===== src/hdl/nbc_pkg.sv =====
// Package for the neighbor contrast (beta) estimator.
// Holds sizes, the sequencer state type and shared constants.
// Depends on nothing.
package nbc_pkg;

    localparam int MAX_WIDTH = 2048;
    localparam int COL_W     = $clog2(MAX_WIDTH);
    localparam int CHAN_W    = 8;
    localparam int PIX_W     = 3 * CHAN_W;
    localparam int DIST_W    = 18;
    localparam int WIDTH_W   = 12;
    localparam int SUM_W     = 42;
    localparam int CNT_W     = 25;
    localparam int BETA_W    = 56;
    localparam int BETA_SHIFT = 31;
    localparam int DIV_STEPS = BETA_W;
    localparam int DIV_CNT_W = $clog2(DIV_STEPS);

    localparam logic [WIDTH_W-1:0] WIDTH_RESET = WIDTH_W'(MAX_WIDTH);
    localparam logic [WIDTH_W-1:0] WIDTH_MAX   = WIDTH_W'(MAX_WIDTH);

    typedef enum logic [2:0] {
        ST_IDLE,
        ST_LEFT,
        ST_UP,
        ST_UPLEFT,
        ST_UPRIGHT,
        ST_LAUNCH,
        ST_DIVIDE
    } nbc_state_t;

endpackage


===== src/hdl/nbc_sqdist.sv =====
// Squared color distance of one pixel pair: sum of three squared signed
// channel differences. Depends on nbc_pkg.
module nbc_sqdist (
    input  logic [nbc_pkg::PIX_W-1:0]  pix_a,
    input  logic [nbc_pkg::PIX_W-1:0]  pix_b,
    output logic [nbc_pkg::DIST_W-1:0] pair_sq
);

    localparam int DW = nbc_pkg::CHAN_W + 1;

    logic signed [DW-1:0]   diff [3];
    logic signed [2*DW-1:0] sq   [3];

    always_comb
    begin
        for (int ch = 0; ch < 3; ch++)
        begin
            diff[ch] = $signed({1'b0, pix_a[ch*nbc_pkg::CHAN_W +: nbc_pkg::CHAN_W]})
                     - $signed({1'b0, pix_b[ch*nbc_pkg::CHAN_W +: nbc_pkg::CHAN_W]});
            sq[ch]   = diff[ch] * diff[ch];
        end
        pair_sq = nbc_pkg::DIST_W'($unsigned(sq[0]))
                + nbc_pkg::DIST_W'($unsigned(sq[1]))
                + nbc_pkg::DIST_W'($unsigned(sq[2]));
    end

endmodule


===== config.mk =====
export PLATFORM = sky130hd
export DESIGN_NAME = nbc_sqdist
export DESIGN_NICKNAME = d
export VERILOG_FILES = /design/src/hdl/nbc_pkg.sv /design/src/hdl/nbc_sqdist.sv
export SDC_FILE = /design/constraint.sdc
export NUM_CORES = 1
export LEC_CHECK = 0
export ABC_AREA = 0
export BUFFER_PORTS_ARGS = -buffer_cell sky130_fd_sc_hd__buf_2
export CAP_MARGIN = 20
export CORE_MARGIN = 2
export CORE_UTILIZATION = 43
export DETAILED_ROUTE_END_ITERATION = 10
export SYNTH_ARGS = -nofsm -noshare
export SYNTH_HDL_FRONTEND = slang
export SYNTH_SLANG_ARGS = --single-unit

===== constraint.sdc =====
create_clock -name vclk -period 14.3
set_input_delay 2.86 -clock vclk [all_inputs]
set_output_delay 2.86 -clock vclk [all_outputs]
set_load 0.01 [all_outputs]

==> results.sh <==
export IMPL_core_area_sq_um=21200
export IMPL_cpMaxStageDelayCell="fa_1"
export IMPL_met2_usage=0.330
export IMPL_status="finished clean"
export IMPL_arrival_ns=10.93
export IMPL_routed_wl_microns=18300
export IMPL_cp_slowest_stage_delay_ns=0.58
export IMPL_viasPerCell=4.76
export IMPL_seq_cells=0
export IMPL_grt_max_degree=16
export IMPL_cpMostUsedCell="fa_1"
export IMPL_setup_ws_ns=0.511
export IMPL_timing_hold_ws_ns=6.73
export IMPL_dieArea_sq_um=22900
export IMPL_met1_usage=0.236
export IMPL_gr_max_usage_layer="met2"
export IMPL_fin_crit_ns=13.79
export IMPL_ctsResizeCount=0
export IMPL_syn_nets=1389
export IMPL_ctsHoldBuffers=0
export IMPL_place_ws_ns=0.558
export IMPL_post_cts_buffers=0
export IMPL_ys_top_cells_by_area="fa_1 50%, ha_1 16%, inv_1 12%"
export IMPL_nets=1456
export IMPL_drt_initial_drc_count=239
export IMPL_rsz0062_at_grt="no"
export IMPL_yosysSeqAreaShare=0
export IMPL_yosys_area_top_type="fa_1"
export IMPL_synth_top_area_frac=0.501
export IMPL_min_delay_start="pix_b[8]"
export IMPL_multi_input_area_sq_um=8150
export IMPL_endpoint_kind="output port"
export IMPL_grt_pass1_wl_microns=31400
export IMPL_gp_congestion=0.834
export IMPL_diodes=0
export IMPL_worst_pin_slew_ns=1.04
export IMPL_fillerInstances=2105
export IMPL_drtAntennaViolNets=0
export IMPL_dp_hpwl_microns=16900
export IMPL_tns_ns=0
export IMPL_synth_area_per_cell_sq_um=9.40
export IMPL_synthCells=991
export IMPL_synth_most_common_cell="inv_1"
export IMPL_holdPathStages=5
export IMPL_grt_use_met3=0.00422
export IMPL_worstSetupPathDepth=29
export IMPL_port_buffers=66
export IMPL_worst_path_max_fanout=12
export IMPL_post_route_drc_count=0
export IMPL_gr_total_overflow=0
export IMPL_grt_pass1_vias=6628
export IMPL_start_util=0.441
export IMPL_fp_dieH_microns=151
export IMPL_max_slew_margin=0.302
export IMPL_netlist_area_sq_um=9320
export IMPL_post_route_period_util=0.964
export IMPL_areaGrowthSynthToFinish_pct=7.41
export IMPL_wl_per_cell_microns=13.8
export IMPL_critPathKind="primary input to output port"
export IMPL_hold_violations=0
export IMPL_seq_area_sq_um=0
export IMPL_first_pass_iters=5
export IMPL_die_x_microns=151
export IMPL_crit_required_ns=11.44
export IMPL_crit_start="pix_a[8]"
export IMPL_setup_viol_count_final=0
export IMPL_drive_gt1_frac=0.108
export IMPL_yosys_cell_types_count=52
export IMPL_via_count=6337
export IMPL_yosys_top_cells_count="286 x inv_1, 233 x fa_1, 117 x ha_1, 64 x nand2_1, 64 x nor2_1"
export IMPL_max_freq_ghz=0.0725
export IMPL_cap_violations=0
export IMPL_rows=53
export IMPL_antenna_found_initial=0
export IMPL_slew_violations=0
export IMPL_final_clkbuf_count=0
export IMPL_path_buf_inv=5
export IMPL_ioPinCount=66
export IMPL_grt_usage=0.174
export IMPL_cp_top_family="adder cells"
export IMPL_synth_warning_count=0
export IMPL_hp_class="primary input to output port"
export IMPL_startpoint_type="primary input"
logic make-up (layout without fill, tap and decap cells):
logic type / count (synthesis) / count (layout) / share of synthesized area
fa+ha+maj: 350 / 350 / 0.658
buf+inv: 306 / 371 / 0.125
simple gates: 198 / 198 / 0.0983
mux: 2 / 2 / 0.00215
compound gates: 77 / 77 / 0.0599
xor+xnor: 58 / 58 / 0.0569
path summary, 6_finish.rpt:
| path | endpoint | slack [ns] |
|---|---|---|
| min | pair_sq[0] | 6.73 |
| max | pair_sq[17] | 0.51 |
cell type report:
class,count,area share
timing repair buffer,76,0.0405
inverter,295,0.111
tap,275,0.0344
multi-input combinational,685,0.815
worst min-delay path: stages:
cell,delay [ns]
buf_2,0.09
ha_1,0.31
inv_1,0.28
fa_1,0.22
buf_2,0.12
through the flow:
stage / cell area [sq um] / utilization / std cells
2_1_floorplan: 9320 / - / 991
3_3_place_gp: 10000 / 0.473 / 1331
3_5_place_dp: 10000 / 0.473 / 1331
4_1_cts: 10000 / 0.473 / 1331
5_1_grt: 10000 / 0.473 / 1331
6_report: 10000 / 0.473 / 1331
cell usage in the layout (no fill, tap or decap), drive strengths merged:
cell type	count
nor4	1
and2	11
a21boi	5
ha	117
nand2b	5
nor2b	5
o21ai	18
buf	76
a41o	1
inv	292
nand2	64
mux2i	2
xnor2	46
o31ai	2
nor3	10
xor2	12
a31o	2
nor2	65
a311o	1
nor3b	2
and3	9
or2b	1
nand4	1
a21o	12
o21bai	4
or3	4
a31oi	2
o21a	5
nand3	20
clkinv	3
a21oi	22
a211oi	3
fa	233
metal layers:
layer | vias up | wire (microns)
li1 | 3066 | -
met2 | 60 | 10000
met1 | 3211 | 7960
met5 | - | 0
met3 | 0 | 360
met4 | 0 | 0
Power is not shown: default switching activity piles up to over one toggle a cycle in this logic, so the estimate is an artifact.
