<file path="src/hdl/nbc_pkg.sv">
// Package for the neighbor contrast (beta) estimator.
// Holds sizes, the sequencer state type and shared constants.
// Depends on nothing.
package nbc_pkg;

    localparam int MAX_WIDTH = 2048;
    localparam int COL_W     = $clog2(MAX_WIDTH);
    localparam int CHAN_W    = 8;
    localparam int PIX_W     = 3 * CHAN_W;
    localparam int DIST_W    = 18;
    localparam int WIDTH_W   = 12;
    localparam int SUM_W     = 42;
    localparam int CNT_W     = 25;
    localparam int BETA_W    = 56;
    localparam int BETA_SHIFT = 31;
    localparam int DIV_STEPS = BETA_W;
    localparam int DIV_CNT_W = $clog2(DIV_STEPS);

    localparam logic [WIDTH_W-1:0] WIDTH_RESET = WIDTH_W'(MAX_WIDTH);
    localparam logic [WIDTH_W-1:0] WIDTH_MAX   = WIDTH_W'(MAX_WIDTH);

    typedef enum logic [2:0] {
        ST_IDLE,
        ST_LEFT,
        ST_UP,
        ST_UPLEFT,
        ST_UPRIGHT,
        ST_LAUNCH,
        ST_DIVIDE
    } nbc_state_t;

endpackage

</file>
<file path="src/hdl/nbc_divider.sv">
// Restoring divider, one quotient bit per cycle; quotient holds until next start.
// Depends on nbc_pkg.
module nbc_divider (
    input  logic                        clk,
    input  logic                        rst_n,
    input  logic                        start,
    input  logic [nbc_pkg::BETA_W-1:0]  dividend,
    input  logic [nbc_pkg::SUM_W-1:0]   divisor,
    output logic                        done,
    output logic [nbc_pkg::BETA_W-1:0]  quotient
);

    logic                           busy_reg, busy_next;
    logic                           done_reg, done_next;
    logic [nbc_pkg::DIV_CNT_W-1:0]  cnt_reg, cnt_next;
    logic [nbc_pkg::SUM_W-1:0]      rem_reg, rem_next;
    logic [nbc_pkg::SUM_W-1:0]      dvs_reg, dvs_next;
    logic [nbc_pkg::BETA_W-1:0]     quo_reg, quo_next;
    logic [nbc_pkg::SUM_W:0]        trial;
    logic [nbc_pkg::SUM_W:0]        diff;
    logic                           fits;

    always_comb
    begin
        trial = {rem_reg, quo_reg[nbc_pkg::BETA_W-1]};
        diff  = trial - {1'b0, dvs_reg};
        fits  = trial >= {1'b0, dvs_reg};

        busy_next = busy_reg;
        done_next = done_reg;
        cnt_next  = cnt_reg;
        rem_next  = rem_reg;
        dvs_next  = dvs_reg;
        quo_next  = quo_reg;

        if (start)
        begin
            busy_next = 1'b1;
            done_next = 1'b0;
            cnt_next  = nbc_pkg::DIV_CNT_W'(nbc_pkg::DIV_STEPS - 1);
            rem_next  = '0;
            dvs_next  = divisor;
            quo_next  = dividend;
        end
        else if (busy_reg)
        begin
            rem_next = fits ? diff[nbc_pkg::SUM_W-1:0] : trial[nbc_pkg::SUM_W-1:0];
            quo_next = {quo_reg[nbc_pkg::BETA_W-2:0], fits};
            cnt_next = cnt_reg - 1'b1;
            if (cnt_reg == '0)
            begin
                busy_next = 1'b0;
                done_next = 1'b1;
            end
        end
    end

    always_ff @(posedge clk or negedge rst_n)
    begin
        if (!rst_n)
        begin
            busy_reg <= 1'b0;
            done_reg <= 1'b0;
            cnt_reg  <= '0;
        end
        else
        begin
            busy_reg <= busy_next;
            done_reg <= done_next;
            cnt_reg  <= cnt_next;
        end
    end

    always_ff @(posedge clk)
    begin
        rem_reg <= rem_next;
        dvs_reg <= dvs_next;
        quo_reg <= quo_next;
    end

    assign done     = done_reg;
    assign quotient = quo_reg;

endmodule

</file>
<file path="config.mk">
export PLATFORM = sky130hd
export DESIGN_NAME = nbc_divider
export DESIGN_NICKNAME = d
export VERILOG_FILES = /design/src/hdl/nbc_pkg.sv /design/src/hdl/nbc_divider.sv
export SDC_FILE = /design/constraint.sdc
export NUM_CORES = 1
export LEC_CHECK = 0
export BUFFER_PORTS_ARGS = -buffer_cell sky130_fd_sc_hd__buf_2
export CAP_MARGIN = 40
export CORE_UTILIZATION = 45
export CTS_CLUSTER_DIAMETER = 150
export DETAILED_ROUTE_END_ITERATION = 10
export PLACE_DENSITY = 0.73
export RECOVER_POWER = 50
export SLEW_MARGIN = 20
export SYNTH_ARGS = -nofsm -noshare
export SYNTH_HDL_FRONTEND = slang
export SYNTH_SLANG_ARGS = --single-unit
</file>
<file path="constraint.sdc">
create_clock -name clk -period 3.6 [get_ports clk]
set_clock_uncertainty 0.1 [all_clocks]
set_input_delay 0.18 -clock clk [delete_from_list [all_inputs] [get_ports clk]]
set_output_delay 0.18 -clock clk [all_outputs]
set_load 0.05 [all_outputs]
</file>
==> results.cfg <==
[floorplan]
floorplan.die_area_um2 = 19200
ios = 158
placement_rows = 49
core_region_area_um2 = 18100
floorplan.initialDensity_pct = 46.4
die-width_um = 139
fp.dieH_um = 139

[placed_design]
port_buffers = 157
placed_cells = 1146
place_hpwl_um = 14000
globalplace.congestion = 0.917
pre_cts_setup_slack_ns = 0.157

[synthesis]
ys.flop_type = edfxtp_1
synth_compound_gate_area_share_pct = 15.0
mappedNetlistNets = 925
netlist.top_cell.by_area = edfxtp_1
synth_most_common_cell = edfxtp_1
synth_simple_gate_area_share_pct = 10.1
yosys-mux-area-fraction_pct = 11.7
number_of_warnings_reported_in_the_yosys_synthesis_log = 0
ys_top_cells_by_area = edfxtp_1 (35%), dfxtp_1 (10%), mux2_2 (7.5%), ha_1 (6.5%), mux2i_1 (4.0%)
synth.top_cell.area_share_pct = 35.0
synthAdderAreaFrac_pct = 6.78
post_synth_num_cell_types = 66
synthXorXnorAreaFrac_pct = 4.48
mapped_area_um2 = 8410
asyncSetResetFlopFracSynth_pct = 5.41
post_syn_instances = 779
syn-mean-instance-area_um2 = 10.8
synth_edf_count = 98
synth-seq-cells = 148
yosysSeqAreaShare_pct = 47.4
synth_top_family_by_area = compound AO/OA/AOI/OAI gates
synth_commonest_cells = edfxtp_1 (98), inv_1 (63), mux2_2 (56), nand2_1 (56), nor2_1 (50)

[setup_path]
startpoint_type = flip-flop
critPathRequiredTime_ns = 3.84
critPathCaptureType = flip-flop
setup.worst_path.class = flip-flop to flip-flop
worst_ep_arrival_time_ns = 3.57
timing.critical_path.fanout_max = 4

[finish]
finish.utilization_pct = 60.7
finalNetCount = 1181
final-instance-count-excl-fill = 1277
syn_to_final_growth_pct = 31.0
fraction_of_final_layout_cells_with_drive_strength_greater_than_1_pct = 23.4
flip_flop_count_of_the_largest_register_all_copies_and_words_added = 56
number_of_diodes = 0

[drt]
via_count = 6969
post-route-drc-count = 4
drtAntennaViolNets = 0
via_per_inst = 5.46
drt-wirelength-per-cell_um = 16.6
drt_pass1_iterations = 11
route.final.wire_length_um = 21200
drt_iter0_drc = 501

[timing]
timing.slew.headroom_pct = -25.1
setup_viol_count_final = 0
max_slew.worst_pin.slew_ns = 1.88
slew_violations = 78
post-route-worst-setup-slack_ns = 0.273
timing.setup.tns_ns = 0
min_period_over_period_pct = 92.4
min_period_ns = 3.33
maxClockFrequency_mhz = 301
timing_hold_violations_final = 0

[pwr]
p_leak_uw = 0.00468
power_density_nw_per_um2 = 625
max_ir_drop_vdd_mv = 0.395
p_total_uw = 6880

[grt]
overall_overflow_remaining_after_global_route = 0
grt_pass1_wl_um = 34900
grt_max_degree = 78
grt_pass1_vias = 7062
initial_antenna_violation_count = 0
gr-usage-all-layers_pct = 22.9

[clock_network]
postCtsSetupBuffers = 0
root_buffer = clkbuf_16
cts-htree-levels = 4
worstSkewPairLatency_ns = 0.44
path_clk_slew_ns = 0.07
cts_num_sinks = 148
cts_made_buffers = 17
clock_tree_from_tritoncts = built
cts_buffer_depth = 2

[job]
max_cap_violations = 1

[worst_hold_path]
timing.hold.worst.class = primary input to async pin

[outcome]
status = complete, but fails checks
failed_checks = DRC, capacitance limit, slew limit
[stage by stage]
step / hold slack, ns / cell area [um^2]
final: 0.0993 / 11000
after global routing: 0.155 / 11000
after CTS: 0.0185 / 11000
after detailed placement: -0.0645 / 9470
after global placement: -0.0639 / 9470
after floorplan: -0.216 / 8410
[power by group]
part / switching, uW / internal [uW] / total (uW)
clock network: 847 / 930 / 1780
logic: 1610 / 1190 / 2810
registers: 195 / 2110 / 2300
total: 2650 / 4230 / 6880
[final cells by class]
class                   instances  area (um^2)
repair buffers                269         1860
clock buffers                  17          425
clock inverters                15          158
inverters                      63          236
flip-flops and latches        148         3980
well taps                     229          287
multi-input cells             536         4070
fillers                      1523         7130
[cell usage in the layout, fill, tap and decap left out, types with 4 or more instances in the layout]
cell / instances
nand4_1: 7
buf_2: 126
nand2b_1: 14
a21o_1: 18
o21bai_1: 8
a21oi_1: 49
a211oi_1: 25
dlygate4sd3_1: 99
inv_1: 62
inv_8: 7
edfxtp_1: 98
and2_1: 4
buf_4: 11
and4_1: 7
mux2i_1: 34
nand3_1: 6
xnor2_1: 24
o211ai_1: 5
mux2_2: 56
clkbuf_16: 17
o21ai_0: 36
o21ai_1: 4
clkbuf_1: 30
nor3_1: 4
nor2_1: 50
o31a_1: 5
nor2b_1: 4
nand2_1: 56
xor2_1: 19
dfxtp_1: 42
dfrtp_1: 8
ha_1: 44
[metal layers]
metal	up-vias	global-route usage, %	routed length, um
li1	3355	-	-
met1	3337	27.6	9100
met2	244	40.0	10500
met3	33	5.18	1250
met4	0	8.01	361
met5	-	0	0
[final timing paths]
check | start | to | slack (ns) | depth (start not counted)
min in group clk | start | cnt_reg[3]$_DFFE_PN0P_ | 0.21 | 2
min | rst_n | cnt_reg[5]$_DFFE_PN0P_ | 0.1 | 2
max in group asynchronous | rst_n | busy_reg$_DFF_PN0_ | 2.99 | 2
max | quotient[55]$_DFFE_PP_ | rem_reg[40]$_SDFFE_PP0P_ | 0.27 | 15
max reg2reg | quotient[55]$_DFFE_PP_ | rem_reg[40]$_SDFFE_PP0P_ | 0.27 | 15
min reg2reg | rem_reg[30]$_SDFFE_PP0P_ | rem_reg[30]$_SDFFE_PP0P_ | 0.39 | 2
[worst max-delay path, stage by stage, from the launching register on]
cell,delay (ns)
edfxtp_1,0.38
inv_1,0.08
ha_1,0.15
inv_1,0.05
fa_1,0.40
a21o_1,0.22
a221oi_2,0.22
buf_4,0.16
o221a_4,0.21
o21ai_1,0.10
a21o_1,0.22
a311oi_2,0.25
buf_4,0.16
mux2i_1,0.17
nand3_1,0.10
a311oi_2,0.25
[cells by family after synthesis]
kind of cell,count (synthesis)
compound gates,185
simple gates,172
flops,148
buf+inv,95
mux,91
fa+ha+maj,45
xor+xnor,43
[what timing repair did]
item,in CTS,in global routing
endpoints found under the setup margin,0,2
hold endpoints to repair,106,0
hold buffers,99,0
gates resized for setup,0,5
Note: power is estimated with default switching activity, not from simulation.
